File: config.mk
export PLATFORM = sky130hd
export DESIGN_NAME = pra_ctrl
export DESIGN_NICKNAME = d
export VERILOG_FILES = /design/src/hw/rtl/pra_pkg.sv /design/src/hw/rtl/pra_ctrl.sv
export SDC_FILE = /design/constraint.sdc
export NUM_CORES = 1
export LEC_CHECK = 0
export BUFFER_PORTS_ARGS = -buffer_cell sky130_fd_sc_hd__buf_2
export CAP_MARGIN = 20
export CORE_MARGIN = 5
export CORE_UTILIZATION = 30
export DETAILED_ROUTE_END_ITERATION = 6
export PLACE_DENSITY = 0.58
export SETUP_SLACK_MARGIN = 0.15
export SLEW_MARGIN = 20
export SYNTH_ARGS = -nofsm -noshare
export SYNTH_HDL_FRONTEND = slang
export SYNTH_SLANG_ARGS = --single-unit
File: constraint.sdc
create_clock -name i_clk -period 3.44 [get_ports i_clk]
set_clock_uncertainty 0.2 [all_clocks]
set_input_delay 0.516 -clock i_clk [delete_from_list [all_inputs] [get_ports i_clk]]
set_output_delay 0.516 -clock i_clk [all_outputs]
set_load 0.02 [all_outputs]
File: src/hw/rtl/pra_pkg.sv
package pra_pkg;

    localparam int QUEUE_DEPTH_DEF = 8;
    localparam int TIME_BITS_DEF   = 32;
    localparam int FRAC_BITS       = 16;
    localparam int DIV_CNT_W       = 4;

    localparam logic [2:0] FN_TICK     = 3'd0;
    localparam logic [2:0] FN_REPLACE  = 3'd1;
    localparam logic [2:0] FN_APPEND   = 3'd2;
    localparam logic [2:0] FN_SET_HELD = 3'd3;
    localparam logic [2:0] FN_CLEAR    = 3'd4;

    typedef enum logic [3:0] {
        ST_IDLE,
        ST_DECODE,
        ST_EVAL,
        ST_APPEND,
        ST_DIV,
        ST_SQ,
        ST_MUL1,
        ST_MUL2,
        ST_ROUND,
        ST_DONE
    } t_state;

    typedef enum logic [3:0] {
        DP_NOP,
        DP_LATCH,
        DP_TICK_HELD,
        DP_RD_HEAD,
        DP_RD_LAST,
        DP_EVAL,
        DP_DIV,
        DP_SQ,
        DP_MUL1,
        DP_MUL2,
        DP_ROUND,
        DP_REPLACE,
        DP_APPEND_CLK,
        DP_APPEND_LAST,
        DP_SET_HELD,
        DP_CLEAR
    } t_dp_op;

    typedef struct packed {
        logic [2:0] func;
        logic       empty;
        logic       full;
        logic       seg_active;
        logic       div_last;
    } t_dp_status;

endpackage

File: src/hw/rtl/pra_ctrl.sv
module pra_ctrl import pra_pkg::*; (
    input  logic       i_clk,
    input  logic       i_rst_n,
    input  logic       i_start,
    input  t_dp_status i_status,
    output t_dp_op     o_op,
    output logic       o_busy,
    output logic       o_done
);

    t_state r_state, n_state;

    always_ff @(posedge i_clk) begin
        if (!i_rst_n) begin
            r_state <= ST_IDLE;
        end else begin
            r_state <= n_state;
        end
    end

    always_comb begin
        n_state = r_state;
        o_op    = DP_NOP;
        case (r_state)
            ST_IDLE: begin
                if (i_start) begin
                    o_op    = DP_LATCH;
                    n_state = ST_DECODE;
                end
            end
            ST_DECODE: begin
                n_state = ST_DONE;
                case (i_status.func)
                    FN_TICK: begin
                        if (i_status.empty) begin
                            o_op = DP_TICK_HELD;
                        end else begin
                            o_op    = DP_RD_HEAD;
                            n_state = ST_EVAL;
                        end
                    end
                    FN_REPLACE: o_op = DP_REPLACE;
                    FN_APPEND: begin
                        if (i_status.full) begin
                            o_op = DP_NOP;
                        end else if (i_status.empty) begin
                            o_op = DP_APPEND_CLK;
                        end else begin
                            o_op    = DP_RD_LAST;
                            n_state = ST_APPEND;
                        end
                    end
                    FN_SET_HELD: o_op = DP_SET_HELD;
                    FN_CLEAR:    o_op = DP_CLEAR;
                    default:     o_op = DP_NOP;
                endcase
            end
            ST_APPEND: begin
                o_op    = DP_APPEND_LAST;
                n_state = ST_DONE;
            end
            ST_EVAL: begin
                o_op    = DP_EVAL;
                n_state = i_status.seg_active ? ST_DIV : ST_DONE;
            end
            ST_DIV: begin
                o_op = DP_DIV;
                if (i_status.div_last) begin
                    n_state = ST_SQ;
                end
            end
            ST_SQ: begin
                o_op    = DP_SQ;
                n_state = ST_MUL1;
            end
            ST_MUL1: begin
                o_op    = DP_MUL1;
                n_state = ST_MUL2;
            end
            ST_MUL2: begin
                o_op    = DP_MUL2;
                n_state = ST_ROUND;
            end
            ST_ROUND: begin
                o_op    = DP_ROUND;
                n_state = ST_DONE;
            end
            ST_DONE: n_state = ST_IDLE;
            default: n_state = ST_IDLE;
        endcase
    end

    assign o_busy = (r_state != ST_IDLE);
    assign o_done = (r_state == ST_DONE);

endmodule

==> metrics.md, run 1 <==
| Metric | Value |
|---|---|
| Slowest library cell on the worst path | `dfxtp_1` |
| Cell count along the critical path | `5` |
| Horizontal die dimension | `around 48 um` |
| DPL Wire Length | `801 um` |
| Count of clock tree sinks | `4` |
| Share of synthesized area spent on multiplexers | `0.0260` |
| Number of buffers added on ports | `15` |
| Most common cell in the netlist | `nor2_1` |
| Setup TNS | `0 ns` |
| Top cells by area, synth | `dfxtp_1, o32ai_1, nor2b_1` |
| Count of synthesis-stage warnings from yosys | `0` |
| Largest net degree at the start of global routing | `17` |
| Final estimated routing congestion in global placement | `0.775` |
| Total Die Area | `about 2300 um2` |
| Count of hold-fix buffers inserted at cts | `0` |
| Dominant delay contributor by cell family on the critical path | `flip-flops` |
| Area share of xor/xnor cells in the synthesized design | `0.0202` |
| Yosys top cell area share | `0.185` |
| Synth Area in Compound Gates | `0.390` |
| Antenna viol nets, final | `0` |
| Measured slew at the worst slew-check pin | `between 0.5 and 0.6 ns` |
| Count of unique library cells instantiated by Yosys | `31` |
| Part of the Yosys area used for sequential elements | `0.185` |
| Iteration count of the initial detailed-routing pass | `4` |
| EDFF count, synth | `0` |
| Shortest period the worst path allows | `2.48 ns` |
| Total power | `around 200 uW` |
| Number of DRC violations after detailed-routing iteration 0 | `6` |
| Starting Density | `0.325` |
| Relative slew margins | `0.597` |
| Max Cap Violations | `0` |
| Total via count in the routed design | `480` |
| Worst Setup End Kind | `primary output` |
| Cell count after synthesis | `approximately 60` |
| Final-layout worst hold slack | `0.366 ns` |
| Final number of hold-violating endpoints | `0` |
| Clock input transition at the sequential cells of the worst setup and hold paths | `0.04 ns` |
| Global-route wire length before repair | `approximately 1700 um` |
| Number of setup buffers added after CTS | `0` |
| Die Ht | `approximately 48 um` |
| Achievable frequency | `just over 400 MHz` |
| Commonest register cell after synthesis | `dfxtp_1` |
| Row count | `13` |
| Initial antenna violation count | `0` |
| Via density | `between 5 and 6` |
| Cell breakdown of the critical path | `and2b_1 > nand2_1 > a21o_1 > o32ai_1 > buf_2` |
| RSZ-0062 raised after global routing | `no` |
| Startpoint class of the critical path | `flop` |
| # setup viols final | `0` |
| Largest register FFs | `4` |
| Synth-to-Final Area Change | `21.1%` |
| Clock insertion delay at the later pin of the skew report | `approximately 0.23 ns` |
| Worst EP required | `2.72 ns` |
| Maximum clock path buffer count | `2` |
| Share of async-settable or async-resettable flops after synthesis | `0` |
| Class of the worst hold path | `in -> reg` |
| Post-Synthesis Cell Area | `about 430 um2` |
| Share of post-route cells with drive strength above 1 | `0.297` |
| GR Overflow Total | `0` |
| Largest fanout of any net on the critical path | `14` |
| Final period utilization | `0.721` |
| Number of global-route vias before repair | `between 400 and 500` |
| Cell type with the largest total area after synthesis | `dfxtp_1` |
| Final routed wire length divided by cell count | `about 12 um` |
| CTS H-tree depth | `1` |
| Crit path kind | `reg -> out` |
| Data arrival time of the worst path | `between 1.5 and 2 ns` |
| Register with the highest flop count | `r_state` |
| Number of instances resized during post-cts repair | `0` |
| Syn_nets | `just over 70` |
| #FFs+latches synth | `4` |
| Biggest regs | `r_state (4)` |
| Detailed-route DRC error count | `0` |
| Result of the run | `finished clean` |
| Clock tree root driver cell | `clkbuf_4` |
| Total count of max-transition violations in the final report | `0` |
| Core outline area | `1330 um2` |
| CTS tree | `done` |
| Maximum ir drop on the vdd rail | `~0.17 mV` |
| Adder and majority cell fraction of the synthesized area | `0` |
| Reg2reg path depth | `4` |
| Antenna cells | `0` |
| Leakage power | `0.000228 uW` |
| CTS Buf Count | `3` |
| Largest family of logic cells by synthesized area | `compound AO/OA/AOI/OAI gates` |
| Number of ports placed on the die boundary | `16` |
| Net total in the final layout | `86` |
| Combined global-route utilization of all metal layers | `0.106` |
| Number of stages on the worst hold path | `3` |
| Number of buffer and inverter stages on the critical path | `1` |
| Areal power density over the cells | `a little under 400 nW/um2` |
| Maximum cell stage delay along the critical path | `around 0.58 ns` |
| Detailed-route wire length | `around 1100 um` |
| Simple logic cell fraction of the synthesized area | `0.295` |
| Average cell area after synthesis | `7.10 um2` |
[area by class of cell]
class	count	area [um2]
multi-input combinational	49	317
fill	156	810
clock buffer	3	22.5
inverter	3	11.3
tap	15	18.8
sequential	4	80.1
timing repair buffer	15	75.1
[worst reg2reg max path, stage by stage (launching register included)]
cell	delay, ns
dfxtp_1	0.59
and2b_1	0.26
nand2_1	0.11
o32ai_1	0.09
o21a_1	0.19
[worst paths after layout]
kind                           start                 endpoint  slack [ns]
max          r_state[0]$_SDFFE_PN0P_                  o_op[0]        0.96
min                          i_rst_n  r_state[1]$_SDFFE_PN0P_        0.37
max reg2reg  r_state[1]$_SDFFE_PN0P_  r_state[0]$_SDFFE_PN0P_        1.90
min reg2reg  r_state[1]$_SDFFE_PN0P_  r_state[2]$_SDFFE_PN0P_        0.54
[logic make-up after synthesis]
family | after synthesis
and+or+nand+nor | 24
AOI/OAI and AO/OA | 23
buffers and inverters | 8
DFF | 4
xor gates and xnor gates | 1
muxes | 1
[cell usage in the layout (no fill, tap or decap), types with 2 or more instances in the layout]
cell      count
inv_1         3
nor3_1        3
o21a_1        2
o32ai_1       3
nand2b_1      2
nor2b_1       4
clkbuf_4      3
nor2_1        5
a211oi_1      2
nand2_1       4
dfxtp_1       4
o21ai_0       3
a21oi_1       4
buf_2        15
[power breakdown]
part | internal, uW | leakage (uW) | switching (uW)
Clock | 38.9 | 0.0000138 | 18.0
Sequential | 50.4 | 0.0000326 | 12.1
Combinational | 35.3 | 0.000181 | 46.9
[metal layers]
layer	global-route usage	part of all wire
met4	0.0161	0
met5	0	0
met3	0.0338	0.044
met1	0.152	0.54
met2	0.156	0.42
[metrics by stage]
step | utilization | instances | instance area (um2) | setup slack (ns)
after detailed placement | 0.376 | 86 | 502 | 1.13
after floorplan | - | 61 | 433 | 1.29
after global placement | 0.376 | 86 | 502 | 1.14
after global routing | 0.393 | 89 | 524 | 0.804
after CTS | 0.393 | 89 | 524 | 0.946
final | 0.393 | 89 | 524 | 0.960
No activity file was read; power rests on OpenSTA's default activity.
==> inputs of run 2 (changes only) <==
- PLACE_DENSITY: 0.58 -> 0.6
- clock period: 3.44 -> 2.1 ns (I/O delays scaled with it)
==> run 2 against run 1 <==
Clock-buffer cell count stayed put. Design area up 18%. Highest routed layer unchanged. Non-clock buffer count rose by 9. Sequential share of layout area fell by 1.5 points. Via count rose by 8.3%.
==> metrics.md, run 2 (synthesis gave the netlist of run 1 again) <==
| Metric | Value |
|---|---|
| Number of DRC violations after detailed-routing iteration 0 | `6` |
| Combined global-route utilization of all metal layers | `0.109` |
| Clock input transition at the sequential cells of the worst setup and hold paths | `0.04 ns` |
| Count of hold-fix buffers inserted at cts | `0` |
| Iteration count of the initial detailed-routing pass | `4` |
| Worst Setup End Kind | `primary output` |
| Largest net degree at the start of global routing | `14` |
| Global-route wire length before repair | `between 1500 and 2000 um` |
| Register cell area after layout | `about 85 um2` |
| Worst EP required | `roughly 1.6 ns` |
| Count of clock tree sinks | `4` |
| Core outline area | `roughly 1300 um2` |
| Detailed-route wire length | `around 1100 um` |
| Final cell count without fillers | `between 90 and 100` |
| Biggest regs | `r_state (4)` |
| Maximum cell stage delay along the critical path | `about 0.3 ns` |
| Antenna viol nets, final | `0` |
| RSZ-0062 raised after global routing | `yes` |
| Areal power density over the cells | `594 nW/um2` |
| CTS tree | `done` |
| Cell Count Post-Placement | `a little over 90` |
| Most frequent standard cell in the layout excluding fill and tap cells | `buf_2` |
| Clock tree root driver cell | `clkbuf_4` |
| Largest fanout of any net on the critical path | `2` |
| Relative slew margins | `0.589` |
| CTS Buf Count | `3` |
| Final core utilization | `0.462` |
| Clock insertion delay at the later pin of the skew report | `about 0.23 ns` |
| Number of global-route vias before repair | `464` |
| Shortest period the worst path allows | `1.92 ns` |
| Share of post-route cells with drive strength above 1 | `0.422` |
| Final period utilization | `0.915` |
| Setup TNS | `0 ns` |
| GR Overflow Total | `0` |
| Cell breakdown of the critical path | `and2b_1 > nand2_2 > a21o_1 > o32ai_2 > buf_4` |
| Total routed wire length on the met1 layer | `approximately 530 um` |
| Via density | `approximately 5.3` |
| Number of buffers added on ports | `15` |
| Measured slew at the worst slew-check pin | `0.601 ns` |
| Register with the highest flop count | `r_state` |
| Total power | `367 uW` |
| Multi-input logic area | `332 um2` |
| WL met2 | `approximately 540 um` |
| Total count of max-transition violations in the final report | `0` |
| Dominant delay contributor by cell family on the critical path | `compound AO/OA/AOI/OAI gates` |
| Starting Density | `0.325` |
| Die Ht | `48.0 um` |
| Synth-to-Final Area Change | `42.5%` |
| Startpoint class of the critical path | `flop` |
| Detailed-route DRC error count | `0` |
| DR top layer | `met3` |
| Crit path kind | `reg -> out` |
| Number of ports placed on the die boundary | `16` |
| Final-layout worst hold slack | `about 0.16 ns` |
| Achievable frequency | `between 500 and 600 MHz` |
| Total via count in the routed design | `520` |
| Class of the worst hold path | `in -> reg` |
| Horizontal die dimension | `48.0 um` |
| # setup viols final | `0` |
| Net total in the final layout | `95` |
| Initial antenna violation count | `0` |
| Total Die Area | `about 2300 um2` |
| Number of buffer and inverter stages on the critical path | `1` |
| Maximum clock path buffer count | `2` |
| Maximum ir drop on the vdd rail | `between 0.2 and 0.25 mV` |
| Data arrival time of the worst path | `approximately 1.4 ns` |
| Met3 Routed Length | `57 um` |
| Antenna cells | `0` |
| Final routed wire length divided by cell count | `roughly 12 um` |
| CTS H-tree depth | `1` |
| Leakage power | `about 0.00028 uW` |
| Result of the run | `finished clean` |
| Fill cells | `139` |
| DPL Wire Length | `840 um` |
| Final estimated routing congestion in global placement | `approximately 0.76` |
| Row count | `13` |
| Final number of hold-violating endpoints | `0` |
| Slowest library cell on the worst path | `dfxtp_1` |
| Max Cap Violations | `0` |
| Largest register FFs | `4` |
| Commonest cells after routing, fill and taps aside | `buf_2, buf_4, nor2_1` |
==> run 2: cell count changes in the layout (fill, tap and decap cells not counted), sizes merged <==
cell	before	now
buf	15	24
==> run 2: worst paths after layout <==
path | end | from | depth (start not counted) | slack [ns]
setup / recovery | o_op[0] | r_state[1]$_SDFFE_PN0P_ | 5 | 0.18
hold / removal | r_state[2]$_SDFFE_PN0P_ | i_rst_n | 3 | 0.16
setup reg to reg | r_state[0]$_SDFFE_PN0P_ | r_state[3]$_SDFFE_PN0P_ | 6 | 0.68
hold reg to reg | r_state[2]$_SDFFE_PN0P_ | r_state[1]$_SDFFE_PN0P_ | 2 | 0.42
==> run 2: power breakdown <==
group          internal (uW)  switching [uW]
combinational           85.6            99.2
clock                   63.7            28.6
sequential              82.9            6.57
total                    232             134
==> run 2: worst reg2reg max path, delay by kind of cell, from the launching register on <==
kind	cells	cell delay, ns
and+or+nand+nor	2	0.20
DFF	1	0.36
buffers and inverters	2	0.20
AOI/OAI and AO/OA	2	0.35
==> run 2: per-stage QoR <==
step | instance area, um2 | worst slack, ns
floorplan | 433 | 0.175
global placement | 539 | 0.223
detailed placement | 539 | 0.214
CTS | 596 | 0.151
global route | 617 | 0.125
finish | 617 | 0.178
==> run 2: timing repair <==
| item | in CTS | in global routing |
|---|---|---|
| resized for setup | 2 | 6 |
| pin swaps | 3 | 0 |
| setup buffers | 4 | 0 |
| endpoints found under the setup margin | 1 | 2 |
==> run 2: routing by layer <==
| layer | vias up | global-route usage |
|---|---|---|
| met5 | - | 0 |
| met4 | 0 | 0.0484 |
| met3 | 0 | 0.0150 |
| met2 | 14 | 0.187 |
| met1 | 233 | 0.134 |
| li1 | 273 | - |
==> run 2: layout make-up <==
| type | count | area share |
|---|---|---|
| Multi-Input combinational cell | 49 | 0.538 |
| Tap cell | 15 | 0.0304 |
| Clock buffer | 3 | 0.0365 |
| Sequential cell | 4 | 0.138 |
| Timing Repair Buffer | 24 | 0.239 |
| Inverter | 3 | 0.0183 |
==> inputs of run 3 (changes only) <==
- ABC_AREA: unset -> 1
- PLACE_DENSITY: 0.6 -> 0.61
==> run 3 against run 2 <==
Utilization down 4.0 points. Power grew 13%. Global-route usage rose by 1.5 points. Register-to-register slack better by 0.07 ns. Die area shrank 3.7%. Synthesized area shrank 4.6%. Via count up 4.4%. Critical endpoint is now o_op[2].
==> metrics.md, run 3 <==
| Metric | Value |
|---|---|
| Largest net degree at the start of global routing | `8` |
| Number of ports placed on the die boundary | `16` |
| Smallest setup slack after layout | `0.211 ns` |
| Core outline area | `1300 um2` |
| Worst Setup SP | `r_state[2]$_SDFFE_PN0P_` |
| GR Overflow Total | `0` |
| Clock tree root driver cell | `clkbuf_4` |
| Max Cap Violations | `0` |
| Number of setup buffers added after CTS | `0` |
| Largest register FFs | `4` |
| Number of buffers added on ports | `15` |
| RSZ-0062 raised after global routing | `yes` |
| Leakage power | `between 0.0002 and 0.0003 uW` |
| Iteration count of the initial detailed-routing pass | `4` |
| CTS tree | `done` |
| Share of async-settable or async-resettable flops after synthesis | `0` |
| Largest fanout of any net on the critical path | `4` |
| Relative slew margins | `0.856` |
| Count of clock tree sinks | `4` |
| Top cells by count, synth | `nand2_1, inv_1, nor2_1` |
| Final estimated routing congestion in global placement | `~0.8` |
| EDFF count, synth | `0` |
| Final number of hold-violating endpoints | `0` |
| Cell type with the largest total area after synthesis | `nand2_1` |
| CTS H-tree depth | `1` |
| Fill cells | `152` |
| Biggest regs | `r_state (4)` |
| Most common cell in the netlist | `nand2_1` |
| Startpoint class of the critical path | `flop` |
| Total count of max-transition violations in the final report | `0` |
| Final period utilization | `0.900` |
| DPL Wire Length | `~940 um` |
| Final-layout worst hold slack | `0.0942 ns` |
| Class of the worst hold path | `in -> reg` |
| Share of post-route cells with drive strength above 1 | `0.323` |
| Crit path kind | `reg -> out` |
| Clock insertion delay at the later pin of the skew report | `between 0.2 and 0.25 ns` |
| Crit Reg-Reg Startpoint | `r_state[1]$_SDFFE_PN0P_` |
| Part of the Yosys area used for sequential elements | `0.194` |
| Achievable frequency | `529 MHz` |
| Worst Setup Slack post-DPL | `0.402 ns` |
| Commonest register cell after synthesis | `dfxtp_1` |
| Antenna cells | `0` |
| Global-route wire length before repair | `1930 um` |
| Final routed wire length divided by cell count | `roughly 10 um` |
| Areal power density over the cells | `about 750 nW/um2` |
| Syn_nets | `about 90` |
| Average cell area after synthesis | `5.29 um2` |
| Initial antenna violation count | `0` |
| Final core utilization | `0.422` |
| Worst Setup End Kind | `primary output` |
| Combined global-route utilization of all metal layers | `0.124` |
| Synth-to-Final Area Change | `33.0%` |
| Total via count in the routed design | `about 540` |
| Register with the highest flop count | `r_state` |
| Data arrival time of the worst path | `about 1.4 ns` |
| Number of global-route vias before repair | `around 500` |
| Starting Density | `0.317` |
| Measured slew at the worst slew-check pin | `between 0.2 and 0.25 ns` |
| Start point of the worst hold path | `i_rst_n` |
| Top cells by area, synth | `nand2_1, dfxtp_1, inv_1` |
| Shortest period the worst path allows | `1.89 ns` |
| Yosys top cell area share | `0.200` |
| # setup viols final | `0` |
| Via density | `a little under 5` |
| Number of DRC violations after detailed-routing iteration 0 | `29` |
| Row count | `13` |
| Net total in the final layout | `between 100 and 150` |
| Cell count after synthesis | `between 70 and 80` |
| Most frequent standard cell in the layout excluding fill and tap cells | `nand2_1` |
| Horizontal die dimension | `47.1 um` |
| Result of the run | `finished clean` |
| Maximum clock path buffer count | `2` |
| CTS Buf Count | `3` |
| Commonest cells after routing, fill and taps aside | `nand2_1, buf_2, inv_1` |
| Antenna viol nets, final | `0` |
| #FFs+latches synth | `4` |
| Clock input transition at the sequential cells of the worst setup and hold paths | `0.03 ns` |
| Detailed-route DRC error count | `0` |
| Maximum ir drop on the vdd rail | `between 0.4 and 0.5 mV` |
| Setup TNS | `0 ns` |
| Die Ht | `about 47 um` |
| Detailed-route wire length | `between 1000 and 1500 um` |
| Count of synthesis-stage warnings from yosys | `0` |
| Post-Synthesis Cell Area | `413 um2` |
| Count of unique library cells instantiated by Yosys | `15` |
| Worst EP required | `between 1.5 and 2 ns` |
| Total Die Area | `between 2000 and 2500 um2` |
## run 3: cell count changes in the layout (fill, tap and decap cells not counted), moves of 3 or more
| cell | delta |
|---|---|
| nor2_2 | +6 |
| o21ai_1 | +3 |
| nor2b_1 | -4 |
| inv_2 | +3 |
| nand3_1 | +6 |
| nand2_1 | +18 |
| buf_4 | -10 |
| inv_1 | +9 |
## run 3: report_power, final
group	leakage (uW)	internal, uW	switching [uW]
clock network	0.0000138	63.6	26.5
registers	0.0000329	87.0	14.9
logic	0.000245	78.7	143
## run 3: repair_timing
item	in CTS	in global routing
setup endpoints to repair	1	4
resized for setup	1	6
hold buffers	0	0
## run 3: cells by family after synthesis
logic type / Yosys count / share of synthesized area
and+or+nand+nor: 45 / 0.470
buffers and inverters: 15 / 0.136
AOI/OAI and AO/OA: 14 / 0.200
DFF: 4 / 0.194
## run 3: area by class of cell
| type | instances | area (um2) | area share |
|---|---|---|---|
| clock buffer | 3 | 22.5 | 0.0410 |
| inverter | 15 | 56.3 | 0.103 |
| multi-input combinational | 59 | 293 | 0.533 |
| timing repair buffer | 15 | 77.6 | 0.141 |
| sequential | 4 | 81.3 | 0.148 |
| tap | 15 | 18.8 | 0.0342 |
## run 3: through the flow
stage	area (um2)	cells	total power, uW
after floorplan	413	78	249
after global routing	549	111	458
after CTS	532	111	408
final	549	111	414
after global placement	507	108	310
after detailed placement	507	108	311
## run 3: critical path, cell delays in order, from the launching register on
cell and delay, ns:
dfxtp_1 0.33, nor2_2 0.18, nand3_2 0.13, nor2_2 0.16
o21ai_1 0.08, o211ai_1 0.09, buf_4 0.17
## run 3: path summary, 6_finish.rpt
kind | end | slack, ns | depth (start not counted)
worst max register to register | r_state[3]$_SDFFE_PN0P_ | 0.75 | 7
worst min register to register | r_state[2]$_SDFFE_PN0P_ | 0.44 | 4
worst min-delay path | r_state[3]$_SDFFE_PN0P_ | 0.09 | 3
worst max-delay path | o_op[2] | 0.21 | 6
## run 3: per-layer routing
metal / vias to the layer above / GRT usage / share of wire
met3: 2 / 0.0345 / 0.081
met2: 21 / 0.190 / 0.48
met1: 234 / 0.157 / 0.43
met4: 0 / 0.0663 / 0.0070
met5: - / 0 / 0
li1: 286 / - / -
